<file path="config.mk">
export PLATFORM = sky130hd
export DESIGN_NAME = char_lcd_nibble_sequencer_top
export DESIGN_NICKNAME = d
export VERILOG_FILES = /design/src/rtl/core/lcdnib_pkg.sv /design/src/rtl/core/lcdnib_front.sv /design/src/rtl/core/lcdnib_queue.sv /design/src/rtl/core/lcdnib_back.sv /design/src/rtl/core/char_lcd_nibble_sequencer_top.sv
export SDC_FILE = /design/constraint.sdc
export NUM_CORES = 1
export LEC_CHECK = 0
export ABC_CLOCK_PERIOD_IN_PS = 3300
export BUFFER_PORTS_ARGS = -buffer_cell sky130_fd_sc_hd__buf_2
export CELL_PAD_IN_SITES_DETAIL_PLACEMENT = 0
export CELL_PAD_IN_SITES_GLOBAL_PLACEMENT = 1
export CORE_ASPECT_RATIO = 0.6
export CORE_MARGIN = 2
export CORE_UTILIZATION = 46
export DETAILED_ROUTE_END_ITERATION = 12
export GPL_ROUTABILITY_DRIVEN = 1
export PLACE_DENSITY_LB_ADDON = 0.15
export SLEW_MARGIN = 20
export SYNTH_ARGS = -nofsm -noshare
export SYNTH_HDL_FRONTEND = slang
export SYNTH_HIERARCHICAL = 1
export SYNTH_SLANG_ARGS = --single-unit
export TNS_END_PERCENT = 20
</file>
<file path="constraint.sdc">
create_clock -name clk -period 3.3 [get_ports clk]
set_input_delay 0.33 -clock clk [delete_from_list [all_inputs] [get_ports clk]]
set_output_delay 0.33 -clock clk [all_outputs]
set_load 0.02 [all_outputs]
</file>
<file path="src/rtl/core/lcdnib_pkg.sv">
`default_nettype none

package lcdnib_pkg;

    // Request codes carried on the input tuser
    typedef enum logic [2:0] {
        ACT_INSTR = 3'd0,
        ACT_DATA  = 3'd1,
        ACT_PRINT = 3'd2,
        ACT_GOTO  = 3'd3,
        ACT_CLEAR = 3'd4,
        ACT_HOME  = 3'd5,
        ACT_INIT  = 3'd6
    } action_t;

    // Configuration register indexes
    localparam logic [1:0] REG_WRAP_ENABLE       = 2'd0;
    localparam logic [1:0] REG_LINE_LENGTH       = 2'd1;
    localparam logic [1:0] REG_SECOND_LINE_START = 2'd2;

    localparam logic       WRAP_ENABLE_RST       = 1'b1;
    localparam logic [5:0] LINE_LENGTH_RST       = 6'd16;
    localparam logic [6:0] SECOND_LINE_START_RST = 7'd64;

    // Display command bytes
    localparam logic [7:0] CMD_SET_ADDR     = 8'h80;
    localparam logic [7:0] CMD_FUNCTION_SET = 8'h28;
    localparam logic [7:0] CMD_DISPLAY_OFF  = 8'h08;
    localparam logic [7:0] CMD_CLEAR        = 8'h01;
    localparam logic [7:0] CMD_HOME         = 8'h02;
    localparam logic [7:0] CMD_ENTRY_MODE   = 8'h06;
    localparam logic [7:0] CHAR_NEWLINE     = 8'h0A;

    localparam logic RS_INSTR = 1'b0;
    localparam logic RS_DATA  = 1'b1;

    localparam int JOB_BYTES = 5;

    // One classified request: up to five bytes, each with its register select
    typedef struct packed {
        logic [JOB_BYTES-1:0][7:0] bytes;
        logic [JOB_BYTES-1:0]      rs;
        logic [2:0]                last_byte;
    } job_t;

    typedef struct packed {
        logic full;
        logic empty;
    } q_status_t;

endpackage

`default_nettype wire

</file>
<file path="src/rtl/core/lcdnib_front.sv">
`default_nettype none

module lcdnib_front (
    input  wire logic              clk,
    input  wire logic              rst_n,
    input  wire logic              cfg_write,
    input  wire logic [1:0]        cfg_index,
    input  wire logic [6:0]        cfg_data,
    input  wire logic [2:0]        action,
    input  wire logic [7:0]        value,
    input  wire logic [5:0]        column,
    input  wire logic              line_select,
    input  wire logic [6:0]        cursor_address,
    output lcdnib_pkg::job_t       job,
    output logic                   job_valid
);

    logic       wrap_enable_reg;
    logic [5:0] line_length_reg;
    logic [6:0] second_line_start_reg;

    logic [7:0] line2_addr;
    logic [7:0] line2_end;
    logic [7:0] goto_addr;
    logic [6:0] goto_base;

    always_ff @(posedge clk or negedge rst_n)
    begin
        if (!rst_n)
        begin
            wrap_enable_reg       <= lcdnib_pkg::WRAP_ENABLE_RST;
            line_length_reg       <= lcdnib_pkg::LINE_LENGTH_RST;
            second_line_start_reg <= lcdnib_pkg::SECOND_LINE_START_RST;
        end
        else if (cfg_write)
        begin
            unique case (cfg_index)
                lcdnib_pkg::REG_WRAP_ENABLE:       wrap_enable_reg <= cfg_data[0];
                lcdnib_pkg::REG_LINE_LENGTH:       line_length_reg <= cfg_data[5:0];
                lcdnib_pkg::REG_SECOND_LINE_START: second_line_start_reg <= cfg_data;
                default: ;
            endcase
        end
    end

    assign line2_addr = lcdnib_pkg::CMD_SET_ADDR | {1'b0, second_line_start_reg};
    assign line2_end  = {1'b0, second_line_start_reg} + {2'b00, line_length_reg};
    assign goto_base  = line_select ? second_line_start_reg : 7'd0;
    assign goto_addr  = lcdnib_pkg::CMD_SET_ADDR + {1'b0, goto_base} + {2'b00, column};

    always_comb
    begin
        job       = '0;
        job_valid = 1'b1;
        unique case (lcdnib_pkg::action_t'(action))
            lcdnib_pkg::ACT_INSTR:
            begin
                job.bytes[0] = value;
            end
            lcdnib_pkg::ACT_DATA:
            begin
                job.bytes[0] = value;
                job.rs[0]    = lcdnib_pkg::RS_DATA;
            end
            lcdnib_pkg::ACT_PRINT:
            begin
                if (value == lcdnib_pkg::CHAR_NEWLINE)
                begin
                    job.bytes[0] = (cursor_address < second_line_start_reg)
                                   ? line2_addr : lcdnib_pkg::CMD_SET_ADDR;
                end
                else if (wrap_enable_reg && cursor_address == {1'b0, line_length_reg})
                begin
                    // end of first line: jump to second line, then print
                    job.bytes[0]  = line2_addr;
                    job.bytes[1]  = value;
                    job.rs[1]     = lcdnib_pkg::RS_DATA;
                    job.last_byte = 3'd1;
                end
                else if (wrap_enable_reg && {1'b0, cursor_address} == line2_end)
                begin
                    job.bytes[0]  = lcdnib_pkg::CMD_SET_ADDR;
                    job.bytes[1]  = value;
                    job.rs[1]     = lcdnib_pkg::RS_DATA;
                    job.last_byte = 3'd1;
                end
                else
                begin
                    job.bytes[0] = value;
                    job.rs[0]    = lcdnib_pkg::RS_DATA;
                end
            end
            lcdnib_pkg::ACT_GOTO:
            begin
                job.bytes[0] = goto_addr;
            end
            lcdnib_pkg::ACT_CLEAR:
            begin
                job.bytes[0] = lcdnib_pkg::CMD_CLEAR;
            end
            lcdnib_pkg::ACT_HOME:
            begin
                job.bytes[0] = lcdnib_pkg::CMD_HOME;
            end
            lcdnib_pkg::ACT_INIT:
            begin
                job.bytes[0]  = lcdnib_pkg::CMD_FUNCTION_SET;
                job.bytes[1]  = lcdnib_pkg::CMD_DISPLAY_OFF;
                job.bytes[2]  = lcdnib_pkg::CMD_CLEAR;
                job.bytes[3]  = lcdnib_pkg::CMD_ENTRY_MODE;
                job.bytes[4]  = value;
                job.last_byte = 3'd4;
            end
            default:
            begin
                // unused code: drop the request
                job_valid = 1'b0;
            end
        endcase
    end

endmodule

`default_nettype wire

</file>
<file path="src/rtl/core/lcdnib_queue.sv">
`default_nettype none

module lcdnib_queue (
    input  wire logic              clk,
    input  wire logic              rst_n,
    input  wire logic              push,
    input  wire lcdnib_pkg::job_t  push_job,
    input  wire logic              pop,
    output lcdnib_pkg::job_t       head_job,
    output lcdnib_pkg::q_status_t  status
);

    lcdnib_pkg::job_t mem_reg [2];
    logic             wr_ptr_reg;
    logic             rd_ptr_reg;
    logic [1:0]       count_reg;
    logic [1:0]       count_next;

    always_comb
    begin
        count_next = count_reg;
        if (push && !pop)
            count_next = count_reg + 2'd1;
        else if (pop && !push)
            count_next = count_reg - 2'd1;
    end

    always_ff @(posedge clk or negedge rst_n)
    begin
        if (!rst_n)
        begin
            wr_ptr_reg <= 1'b0;
            rd_ptr_reg <= 1'b0;
            count_reg  <= 2'd0;
        end
        else
        begin
            if (push)
                wr_ptr_reg <= ~wr_ptr_reg;
            if (pop)
                rd_ptr_reg <= ~rd_ptr_reg;
            count_reg <= count_next;
        end
    end

    always_ff @(posedge clk)
    begin
        if (push)
            mem_reg[wr_ptr_reg] <= push_job;
    end

    assign head_job = mem_reg[rd_ptr_reg];
    // full, empty
    assign status   = {(count_reg == 2'd2), (count_reg == 2'd0)};

endmodule

`default_nettype wire

</file>
<file path="src/rtl/core/lcdnib_back.sv">
`default_nettype none

module lcdnib_back (
    input  wire logic              clk,
    input  wire logic              rst_n,
    input  wire lcdnib_pkg::job_t  head_job,
    input  wire logic              head_valid,
    output logic                   pop,
    output logic                   out_valid,
    input  wire logic              out_ready,
    output logic                   out_rs,
    output logic [3:0]             out_nibble,
    output logic                   out_last
);

    logic [3:0] idx_reg;
    logic       valid_reg;
    logic       rs_reg;
    logic [3:0] nibble_reg;
    logic       last_reg;

    logic       advance;
    logic       is_last;
    logic [7:0] cur_byte;
    logic [3:0] cur_nibble;

    assign advance    = !valid_reg || out_ready;
    assign cur_byte   = head_job.bytes[idx_reg[3:1]];
    assign cur_nibble = idx_reg[0] ? cur_byte[3:0] : cur_byte[7:4];
    assign is_last    = idx_reg[0] && (idx_reg[3:1] == head_job.last_byte);
    assign pop        = advance && head_valid && is_last;

    always_ff @(posedge clk or negedge rst_n)
    begin
        if (!rst_n)
        begin
            idx_reg   <= 4'd0;
            valid_reg <= 1'b0;
        end
        else if (advance)
        begin
            valid_reg <= head_valid;
            if (head_valid)
                idx_reg <= is_last ? 4'd0 : idx_reg + 4'd1;
        end
    end

    // output word register, refilled whenever the slot frees up
    always_ff @(posedge clk)
    begin
        if (advance && head_valid)
        begin
            rs_reg     <= head_job.rs[idx_reg[3:1]];
            nibble_reg <= cur_nibble;
            last_reg   <= is_last;
        end
    end

    assign out_valid  = valid_reg;
    assign out_rs     = rs_reg;
    assign out_nibble = nibble_reg;
    assign out_last   = last_reg;

endmodule

`default_nettype wire

</file>
<file path="src/rtl/core/char_lcd_nibble_sequencer_top.sv">
// The nibble words of a request pass through the two-entry queue and then the output word register.
// Throughput: one nibble word per cycle while jobs are queued and m_tready is high; a request yields
// 2 to 10 words; requests are taken every cycle while the two-entry queue has room.
// Unused request codes produce no words and are dropped at the front.
// Reset: queue and output register empty; wrap_enable=1, line_length=16, second_line_start=64.
`default_nettype none

module char_lcd_nibble_sequencer_top (
    input  wire logic        clk,
    input  wire logic        rst_n,
    // configuration write port
    input  wire logic        cfg_write,
    input  wire logic [1:0]  cfg_index,
    input  wire logic [6:0]  cfg_data,
    // request stream
    input  wire logic        s_tvalid,
    output logic             s_tready,
    input  wire logic [23:0] s_tdata,  // value[7:0], column[13:8], line_select[14],
                                       // cursor_address[21:15], zero fill[23:22]
    input  wire logic [2:0]  s_tuser,  // action[2:0]
    // nibble stream
    output logic             m_tvalid,
    input  wire logic        m_tready,
    output logic [7:0]       m_tdata,  // nibble[3:0], zero fill[7:4]
    output logic             m_tuser,  // reg_select[0]
    output logic             m_tlast
);

    lcdnib_pkg::job_t      front_job;
    lcdnib_pkg::job_t      head_job;
    lcdnib_pkg::q_status_t q_status;
    logic                  front_valid;
    logic                  push;
    logic                  pop;
    logic [3:0]            nibble;

    // Front: hold the configuration and turn each request into a byte job
    lcdnib_front u_front (
        .clk            (clk),
        .rst_n          (rst_n),
        .cfg_write      (cfg_write),
        .cfg_index      (cfg_index),
        .cfg_data       (cfg_data),
        .action         (s_tuser),
        .value          (s_tdata[7:0]),
        .column         (s_tdata[13:8]),
        .line_select    (s_tdata[14]),
        .cursor_address (s_tdata[21:15]),
        .job            (front_job),
        .job_valid      (front_valid)
    );

    // Accept whenever the queue has room; unused codes are accepted and dropped
    assign s_tready = !q_status.full;
    assign push     = s_tvalid && s_tready && front_valid;

    lcdnib_queue u_queue (
        .clk      (clk),
        .rst_n    (rst_n),
        .push     (push),
        .push_job (front_job),
        .pop      (pop),
        .head_job (head_job),
        .status   (q_status)
    );

    // Back: walk the head job one nibble per word, high nibble first
    lcdnib_back u_back (
        .clk        (clk),
        .rst_n      (rst_n),
        .head_job   (head_job),
        .head_valid (!q_status.empty),
        .pop        (pop),
        .out_valid  (m_tvalid),
        .out_ready  (m_tready),
        .out_rs     (m_tuser),
        .out_nibble (nibble),
        .out_last   (m_tlast)
    );

    assign m_tdata = {4'b0000, nibble};

endmodule

`default_nettype wire

</file>
After elaboration in Yosys (flattened, before gate mapping):

Memories as Yosys holds them, arrays and structs flattened.
Cells that the tools add are included.

* bitwise logic cells: 3
* equality and inequality tests: 13
* shifts and indexed selects: 0
* multiply operators: 0
* divide/modulo/power cells: 0
* order comparisons: 2
* reductions and logical operators: 25
* multiplexer cells: 31
* add/subtract/negate cells: 6

Operator list (count)
* $pmux W8 S6: 1
* $mux W8: 5
* $bmux W8 S3: 1
* $mux W24: 1
* $mux W16: 1
* $pmux W8 S2: 1
* $mux W7: 2
* $mux W1: 10
* $eq A3 B3 Y1 const B: 3
* $logic_and A1 B1 Y1: 9
* $add A7 B6 Y8: 1
* $add A8 B6 Y8: 1
* $add A8 B7 Y8 const A: 1
* $eq A7 B8 Y1: 1
* $eq A8 B4 Y1 const B: 1
* $mux W4: 2
* $reduce_and A2 Y1: 4
* $eq A7 B6 Y1: 1
* $lt A7 B7 Y1: 1
* $reduce_or A7 Y1: 1
* $eq A3 B2 Y1 const B: 2
* $pmux W3 S2: 1
* $logic_not A1 Y1: 5
* $mux W5: 1
* other kinds (18): 23

* register bits: 29
* latch bits: 0
* memories: 1
* memory bits (writable): 90
* word-level logic and storage cells: 92
* output and inout port bits: 12
* bits of input ports: 41
* memory bits (read-only): 0

Memory list
* u_queue.mem_reg: words 2, width 45, rd ports 1, clocked after memory_dff 0, write ports 1, RTL line lcdnib_queue.sv:13 `lcdnib_pkg::job_t mem_reg [2];`

Longest topological paths before layout:

Gate-level depths: netlist of the first run.

* depth after elaboration: 8
* mapped depth: 10
* depth with buffers taken out: 9

Cells and area by module:

Netlist of the first run, hierarchy kept.

By module, submodules not included
* lcdnib_queue: cells each 165, times used 1, area an instance 3696.0 sq um, sequential area each 2982.9 sq um
* lcdnib_front: cells each 241, times used 1, area an instance 2123.3 sq um, sequential area each 354.1 sq um
* lcdnib_back: cells each 87, times used 1, area an instance 930.9 sq um, sequential area each 305.3 sq um
* char_lcd_nibble_sequencer_top: cells each 8, times used 1, area an instance 50.0 sq um, sequential area each 0.0 sq um

Worst setup path before layout of the first run:

No wires, ideal clock.

* path kind: input port to flip-flop
* from: input s_tuser[1]
* to: memory u_queue/mem_reg[0][0] (netlist bit), enable pin
* path slack: -0.293 ns
* library setup time: 0.459 ns
* required time: 2.841 ns
* arrival time: 3.134 ns
* stages on the path: 5
* buffers on the path: 1
* cells stage by stage: clkbuf_1 -> and2_1 -> nand2_1 -> and3b_1 -> nor2b_1

* word-level cells in the longest chain between the ends: 6

Ends and longest elaborated chain
* start, declared: RTL line char_lcd_nibble_sequencer_top.sv:20 `input wire logic [2:0] s_tuser,`
* $eq A3 B1 Y1 (tied with other cells): RTL line lcdnib_front.sv:55 `unique case (lcdnib_pkg::action_t'(action))`
* $reduce_or A7 Y1 (no source line) (*)
* $mux W1 (*): RTL line lcdnib_front.sv:55
* named net front_valid: RTL line char_lcd_nibble_sequencer_top.sv:32 `logic front_valid;`
* $logic_and A1 B1 Y1 (*): RTL line char_lcd_nibble_sequencer_top.sv:55 `assign push = s_tvalid && s_tready && front_valid;`
* named net push: RTL line char_lcd_nibble_sequencer_top.sv:33 `logic push;`
* $mux W1 (*): RTL line lcdnib_queue.sv:48 `if (push)`
* $mux W1 (not written as such) (*): RTL line lcdnib_queue.sv:49 `mem_reg[wr_ptr_reg] <= push_job;`
* end, declared: RTL line lcdnib_queue.sv:13

The timed path passes the listed nets; every way through them passes the cells marked *.

Worst setup path in the final report of the first run:

* from: register u_front.line_length_reg[0]
* to: memory u_queue/mem_reg[0][9] (netlist bit), data pin

* word-level cells in the longest chain between the ends: 7

Ends and longest elaborated chain
* start, declared: RTL line lcdnib_front.sv:19 `logic [5:0] line_length_reg;`
* start signal, assigned: RTL line lcdnib_front.sv:32 `line_length_reg <= lcdnib_pkg::LINE_LENGTH_RST;`
* start signal, assigned: RTL line lcdnib_front.sv:39 `lcdnib_pkg::REG_LINE_LENGTH: line_length_reg <= cfg_data[5:0];`
* $add A7 B6 Y8: RTL line lcdnib_front.sv:47 `assign line2_end = {1'b0, second_line_start_reg} + {2'b00, line_length_reg};`
* $eq A7 B8 Y1: RTL line lcdnib_front.sv:80 `else if (wrap_enable_reg && {1'b0, cursor_address} == line2_end)`
* $logic_and A1 B1 Y1: RTL line lcdnib_front.sv:80
* $mux W8: RTL line lcdnib_front.sv:80
* $mux W16 (*): RTL line lcdnib_front.sv:72 `else if (wrap_enable_reg && cursor_address == {1'b0, line_length_reg})`
* $mux W8 (*): RTL line lcdnib_front.sv:67 `if (value == lcdnib_pkg::CHAR_NEWLINE)`
* $pmux W8 S6 (*): RTL line lcdnib_front.sv:55

Every way passes the cells marked *; elsewhere a longest branch is shown, timed or not.

==> results of run 1 <==
-- how the worst max path moves through the flow --
stage	start	end	slack, ns
3_3_place_gp	u_front/line_length_reg[0]$_DFFE_PN0P_	u_queue/mem_reg[0][9]$_DFFE_PP_	0.38
2_1_floorplan	s_tuser[1]	u_queue/mem_reg[0][0]$_DFFE_PP_	0.61
3_5_place_dp	u_front/line_length_reg[0]$_DFFE_PN0P_	u_queue/mem_reg[0][9]$_DFFE_PP_	0.34
4_1_cts	u_front/line_length_reg[0]$_DFFE_PN0P_	u_queue/mem_reg[0][9]$_DFFE_PP_	0.31
5_1_grt	u_front/line_length_reg[0]$_DFFE_PN0P_	u_queue/mem_reg[0][9]$_DFFE_PP_	0.18
6_report	u_front/line_length_reg[0]$_DFFE_PN0P_	u_queue/mem_reg[0][9]$_DFFE_PP_	0.31
-- power by group --
group	internal (mW)	total, mW	switching (mW)
clock network	1.26	1.94	0.676
registers	2.16	2.36	0.199
logic	0.929	2.08	1.15
total	4.35	6.38	2.03
-- area by class of cell --
| class | count | area share, % |
|---|---|---|
| clock inverters | 14 | 2.50 |
| inverters | 15 | 0.726 |
| clock buffers | 18 | 5.54 |
| flip-flops and latches | 125 | 47.0 |
| well taps | 198 | 3.20 |
| multi-input cells | 337 | 36.7 |
| repair buffers | 58 | 4.33 |
-- placed cells by master (no fill, tap or decap), drive strengths merged, types with 7 or more instances in the layout --
| master | instances |
|---|---|
| dfrtp | 20 |
| nor2 | 18 |
| buf | 57 |
| nand2 | 15 |
| xor2 | 10 |
| conb | 21 |
| a221o | 8 |
| xnor2 | 19 |
| nand2b | 9 |
| inv | 16 |
| ha | 20 |
| edfxtp | 102 |
| and2 | 18 |
| nand3 | 7 |
| nor3b | 9 |
| a21o | 7 |
| nor2b | 9 |
| mux2 | 62 |
| a21oi | 17 |
| clkbuf | 18 |
| mux2i | 21 |
-- layer usage --
| metal | up-vias | wire length (um) | track usage, % |
|---|---|---|---|
| met5 | - | 0 | 0 |
| met4 | 0 | 112 | 4.74 |
| met3 | 12 | 842 | 3.48 |
| met2 | 119 | 6000 | 26.6 |
| met1 | 2095 | 7790 | 31.8 |
| li1 | 1951 | - | - |
-- cell families after synthesis --
kind of cell               Yosys count
buffers and inverters               58
AOI/OAI and AO/OA                   77
adders and majority gates           22
muxes                               84
DFF                                125
xor gates and xnor gates            29
and+or+nand+nor                    104
other                                2
-- worst max-delay path: cells and delay by family (launching register included) --
kind / cells / cell delay (ns)
and+or+nand+nor: 2 / 0.47
DFF: 1 / 0.40
AOI/OAI and AO/OA: 3 / 0.98
adders and majority gates: 2 / 0.67
xor gates and xnor gates: 1 / 0.19
==> results.sh, run 1 <==
export IMPL_syn_area_mm2=0.00680
export IMPL_row_count=34
export IMPL_synth_top_family_by_area="multiplexers"
export IMPL_ys_warn_count=6
export IMPL_setup_violations_final=0
export IMPL_post_dp_hpwl_um=10300
export IMPL_cp_max_fo=12
export IMPL_synth_common_cells="102 x edfxtp_1, 52 x mux2_2, 29 x buf_4, 21 x mux2i_1"
export IMPL_ys_seq_elements=125
export IMPL_die_h_um=98.2
export IMPL_crit_chain="ha_1 -> fa_1 -> xnor2_1 -> nand4_1 -> nor4b_2 -> o311a_2 -> a31oi_4 -> a221o_1"
export IMPL_clock_sinks=125
export IMPL_vias=4177
export IMPL_fillers=1224
export IMPL_holdPathEnd="u_front/line_length_reg[1]$_DFFE_PN0P_"
export IMPL_clkTransAtPathRegs_ns=0.06
export IMPL_yosysTopAreaCell="edfxtp_1"
export IMPL_status="finished clean"
export IMPL_synth_compound_area_share_pct=9.00
export IMPL_power_density_mw_per_mm2=823
export IMPL_slew_headroom_pct=46.7
export IMPL_synth_simple_area_share_pct=9.33
export IMPL_dpl_cell_count=732
export IMPL_synthToLayoutAreaGrowth_pct=14.0
export IMPL_r2r_end="u_queue/mem_reg[0][9]$_DFFE_PP_"
export IMPL_remaining_drc_errors=0
export IMPL_antennaDiodeCount=0
export IMPL_dp_slack_ns=0.337
export IMPL_grtUsageTotal_pct=19.6
export IMPL_finalPower_mw=6.38
export IMPL_cts_resized=0
export IMPL_ys_seq_area_share_pct=53.6
export IMPL_yosysMostFrequentCell="edfxtp_1"
export IMPL_drive_gt1_share_pct=30.9
export IMPL_reg2reg_from="u_front/line_length_reg[0]$_DFFE_PN0P_"
export IMPL_fin_nets=617
export IMPL_clock_skew_ns=0.00827
export IMPL_insertion_delay_ns=0.40
export IMPL_hold_violations=0
export IMPL_overflow=0
export IMPL_endpoint_kind="register"
export IMPL_drtIter0Drc=507
export IMPL_cp_required_ns=3.44
export IMPL_ff2ff_path_depth=8
export IMPL_cts_tree="built"
export IMPL_holdCritPathClass="input port to register"
export IMPL_arrival_ns=3.13
export IMPL_grt_pass1_vias=4064
export IMPL_fin_util_pct=53.6
export IMPL_clock_path_buffers=2
export IMPL_cts_buffers=17
export IMPL_viasPerCell=5.46
export IMPL_synth_area_leaders="edfxtp_1 45%, mux2_2 8.6%, dfrtp_1 7.4%"
export IMPL_grt_max_degree=49
export IMPL_netlist_instances=501
export IMPL_startpoint_type="register"
export IMPL_clock_tree_root_cell="clkbuf_16"
export IMPL_fmax_mhz=334
export IMPL_worst_setup_path_type="register to register"
export IMPL_whs_path_depth=2
export IMPL_yosysUniqueCellTypes=61
export IMPL_synth_fa_ha_area_share_pct=4.27
export IMPL_rsz0062_at_grt="no"
export IMPL_fp_dieW_um=161
export IMPL_synth_ff_type="edfxtp_1"
export IMPL_place_congestion=0.900
export IMPL_power_leakage_nw=3.00
export IMPL_place_port_buffers=46
export IMPL_cpPeakStageDelay_ns=0.44
export IMPL_antenna_found_initial=0
export IMPL_async_flop_share_pct=18.4
export IMPL_synth_edf_count=102
export IMPL_placedInstanceArea_mm2=0.00712
export IMPL_cts_hold_fix_buffers=1
export IMPL_synth_area_mux_share_pct=14.2
export IMPL_stdcell_area_mm2=0.00775
export IMPL_htreeDepth=4
export IMPL_seq_area_mm2=0.00364
export IMPL_min_from="cfg_data[1]"
export IMPL_slew_violations=0
export IMPL_worst_slack_ns=0.309
export IMPL_grt_pass1_wl_um=23100
export IMPL_wirelength_um=14700
export IMPL_final_cells=765
export IMPL_core_mm2=0.0145
export IMPL_avgSynthCellArea_um2=13.6
export IMPL_period_needed_ns=2.99
export IMPL_die_area_mm2=0.0158
export IMPL_worst_pin_slew_ns=0.799
export IMPL_cts_setup_buffers=0
export IMPL_min_period_over_period_pct=90.6
export IMPL_fin_setup_tns_ns=0
export IMPL_io_pin_count=53
export IMPL_post_drt_wl_per_cell_um=19.3
export IMPL_synth_top_area_share_pct=45.0
export IMPL_slowest_stage="fa_1"
export IMPL_ir_drop_v=0.000375
export IMPL_ant_nets=0
export IMPL_hold_slack_ns=0.173
export IMPL_drv_cap=0
export IMPL_firstDrtPassIters=5
export IMPL_start_util_pct=47.0
export IMPL_synth_xor_area_share_pct=3.74
export IMPL_rrSetupSlack_ns=0.31
export IMPL_largest_reg_flops=96
export IMPL_multiInputGateArea_mm2=0.00285
Note: power is estimated with default switching activity, not from simulation.
==> run 2: changes to the inputs <==
--- a/config.mk
+++ b/config.mk
@@ -11,13 +11,12 @@
 export CELL_PAD_IN_SITES_GLOBAL_PLACEMENT = 1
 export CORE_ASPECT_RATIO = 0.6
 export CORE_MARGIN = 2
-export CORE_UTILIZATION = 46
+export CORE_UTILIZATION = 43
 export DETAILED_ROUTE_END_ITERATION = 12
 export GPL_ROUTABILITY_DRIVEN = 1
 export PLACE_DENSITY_LB_ADDON = 0.15
 export SLEW_MARGIN = 20
 export SYNTH_ARGS = -nofsm -noshare
 export SYNTH_HDL_FRONTEND = slang
-export SYNTH_HIERARCHICAL = 1
 export SYNTH_SLANG_ARGS = --single-unit
 export TNS_END_PERCENT = 20
==> run 2 against run 1 <==
Effect of this change:
- cell count decreased by 23%
- largest cell class unchanged
- critical endpoint is now u_queue.mem_reg[1][6]$_DFFE_PP_
- via count decreased by 20%
- power decreased by 35%
- highest routed layer is now met5
- worst setup slack got worse by 0.0018 ns
- sequential share of layout area decreased by 2.8 points
==> results.sh, run 2 <==
export IMPL_status="finished clean"
export IMPL_clock_skew_ns=0.00732
export IMPL_firstDrtPassIters=5
export IMPL_grt_pass1_vias=3281
export IMPL_synth_common_cells="62 x edfxtp_1, 30 x a21oi_1, 23 x inv_1, 20 x dfrtp_1, 20 x ha_1"
export IMPL_drv_cap=0
export IMPL_crit_chain="ha_1 -> fa_1 -> a211oi_1 -> nor2_1 -> xnor2_1 -> nor3_1 -> and3_1 -> o221ai_1"
export IMPL_row_count=29
export IMPL_die_area_mm2=0.0121
export IMPL_drtIter0Drc=273
export IMPL_overflow=0
export IMPL_fin_util_pct=51.4
export IMPL_worst_setup_path_type="register to register"
export IMPL_grtUsageTotal_pct=21.1
export IMPL_clkPwrFrac_pct=25.8
export IMPL_htreeDepth=3
export IMPL_ys_seq_elements=85
export IMPL_io_pin_count=53
export IMPL_cts_buffers=9
export IMPL_cpLargestDelayFamily="simple AND/OR/NAND/NOR gates"
export IMPL_cts_setup_buffers=0
export IMPL_setup_violations_final=0
export IMPL_cpPeakStageDelay_ns=0.49
export IMPL_hold_violations=0
export IMPL_antenna_found_initial=0
export IMPL_largest_reg_flops=56
export IMPL_post_drt_wl_per_cell_um=20.0
export IMPL_die_h_um=86.0
export IMPL_cp_max_fo=7
export IMPL_ys_seq_area_share_pct=50.7
export IMPL_place_port_buffers=46
export IMPL_hold_slack_ns=0.183
export IMPL_clkTransAtPathRegs_ns=0.06
export IMPL_synth_area_leaders="edfxtp_1 39%, dfrtp_1 10%, ha_1 5.2%"
export IMPL_synthToLayoutAreaGrowth_pct=14.7
export IMPL_fin_setup_tns_ns=0
export IMPL_fmax_mhz=334
export IMPL_layout_commonest_cell="edfxtp_1"
export IMPL_pwr_share_comb_pct=33.4
export IMPL_seqPwrFrac_pct=40.8
export IMPL_placedInstanceArea_mm2=0.00520
export IMPL_slew_violations=0
export IMPL_power_density_mw_per_mm2=755
export IMPL_stdcell_area_mm2=0.00553
export IMPL_clock_path_buffers=2
export IMPL_dpl_cell_count=570
export IMPL_async_flop_share_pct=27.1
export IMPL_place_congestion=0.893
export IMPL_synth_top_area_share_pct=38.6
export IMPL_synth_ff_type="edfxtp_1"
export IMPL_netlist_instances=391
export IMPL_yosysUniqueCellTypes=62
export IMPL_final_cell_mix="62 x edfxtp_1, 46 x buf_2, 30 x a21oi_1"
export IMPL_yosysMostFrequentCell="edfxtp_1"
export IMPL_remaining_drc_errors=0
export IMPL_fin_nets=506
export IMPL_cp_depth=8
export IMPL_fp_dieW_um=141
export IMPL_worst_path_buf_inv=0
export IMPL_viasPerCell=5.67
export IMPL_antennaDiodeCount=0
export IMPL_avgSynthCellArea_um2=12.3
export IMPL_ant_nets=0
export IMPL_arrival_ns=3.05
export IMPL_clock_tree_root_cell="clkbuf_16"
export IMPL_drive_gt1_share_pct=25.7
export IMPL_vias=3326
export IMPL_period_needed_ns=2.99
export IMPL_cts_tree="built"
export IMPL_cp_required_ns=3.35
export IMPL_insertion_delay_ns=0.35
export IMPL_core_mm2=0.0107
export IMPL_startpoint_type="register"
export IMPL_min_period_over_period_pct=90.7
export IMPL_wirelength_um=11800
export IMPL_synth_edf_count=62
export IMPL_syn_area_mm2=0.00482
export IMPL_slowest_stage="and3_1"
export IMPL_holdCritPathClass="input port to register"
export IMPL_yosysTopAreaCell="edfxtp_1"
export IMPL_grt_max_degree=29
export IMPL_whs_path_depth=2
export IMPL_worst_pin_slew_ns=0.930
export IMPL_netSwitchingPower_mw=1.40
export IMPL_sw_frac_of_total_pct=33.6
export IMPL_rsz0062_at_grt="no"
export IMPL_start_util_pct=44.9
export IMPL_intPower_mw=2.77
export IMPL_ir_drop_v=0.000320
export IMPL_final_cells=587
export IMPL_slew_headroom_pct=37.6
export IMPL_grt_pass1_wl_um=18800
export IMPL_power_leakage_nw=2.20
export IMPL_post_dp_hpwl_um=8930
export IMPL_clock_sinks=85
export IMPL_endpoint_kind="register"
export IMPL_ff2ff_path_depth=8
export IMPL_ys_warn_count=0
run 2: changes by cell type after synthesis, sizes merged, moves of 9 or more:
| cell | change |
|---|---|
| mux2 | -47 |
| edfxtp | -40 |
| buf | -26 |
| a21oi | +15 |
| mux2i | -13 |
| mux4 | +10 |
| o21ai | +9 |
run 2: metal layers:
| layer | GRT usage (%) | routed length, um |
|---|---|---|
| met1 | 34.0 | 6220 |
| met2 | 26.7 | 4400 |
| met3 | 6.20 | 958 |
| met4 | 5.27 | 116 |
| met5 | 4.05 | 65 |
run 2: kinds of logic (layout without fill, tap and decap cells):
kind of cell | count (synthesis) | after routing | synth area share (%)
compound gates | 90 | 90 | 12.7
xor+xnor | 30 | 30 | 5.45
fa+ha+maj | 22 | 22 | 6.02
buf+inv | 41 | 95 | 3.97
flops | 85 | 85 | 50.7
mux | 34 | 34 | 10.3
other cells | 1 | 4 | 0.0778
simple gates | 88 | 88 | 10.8
run 2: through the flow:
step | setup slack [ns] | total power [mW]
2_1_floorplan | 0.842 | 2.70
3_3_place_gp | 0.445 | 3.09
3_5_place_dp | 0.305 | 3.12
4_1_cts | 0.274 | 4.20
5_1_grt | 0.104 | 4.41
6_report | 0.307 | 4.17
run 2: path summary, 6_finish.rpt:
check	endpoint	slack, ns	start
min reg2reg	u_queue.count_reg[1]$_DFFE_PN0P_	0.50	u_queue.count_reg[1]$_DFFE_PN0P_
max reg2reg	u_queue.mem_reg[1][6]$_DFFE_PP_	0.31	u_front.line_length_reg[0]$_DFFE_PN0P_
max	u_queue.mem_reg[1][6]$_DFFE_PP_	0.31	u_front.line_length_reg[0]$_DFFE_PN0P_
max in group asynchronous	u_back.idx_reg[1]$_DFFE_PN0P_	2.37	rst_n
min	u_back.out_valid$_DFFE_PN0N_	0.18	m_tready
min in group asynchronous	u_front.second_line_start_reg[5]$_DFFE_PN0P_	0.53	rst_n
run 2: power groups by stage:
stage | clock (mW) | sequential [mW] | combinational [mW]
4_1_cts | 1.10 | 1.70 | 1.41
3_5_place_dp | 0 | 1.72 | 1.40
2_1_floorplan | 0 | 1.65 | 1.05
6_report | 1.08 | 1.70 | 1.39
5_1_grt | 1.14 | 1.73 | 1.54
3_3_place_gp | 0 | 1.71 | 1.38
run 2: area by class of cell:
class / count / area [um^2]
fillers: 946 / 5220
flip-flops and latches: 85 / 2440
multi-input cells: 268 / 2200
repair buffers: 56 / 308
clock buffers: 10 / 229
well taps: 139 / 174
clock inverters: 6 / 87.6
inverters: 23 / 86.3
run 2: timing repair:
item                                    CTS  global route
resized for setup                         0             0
endpoints found under the hold margin    20             0
hold buffers                              1             0
endpoints found under the setup margin    0             0
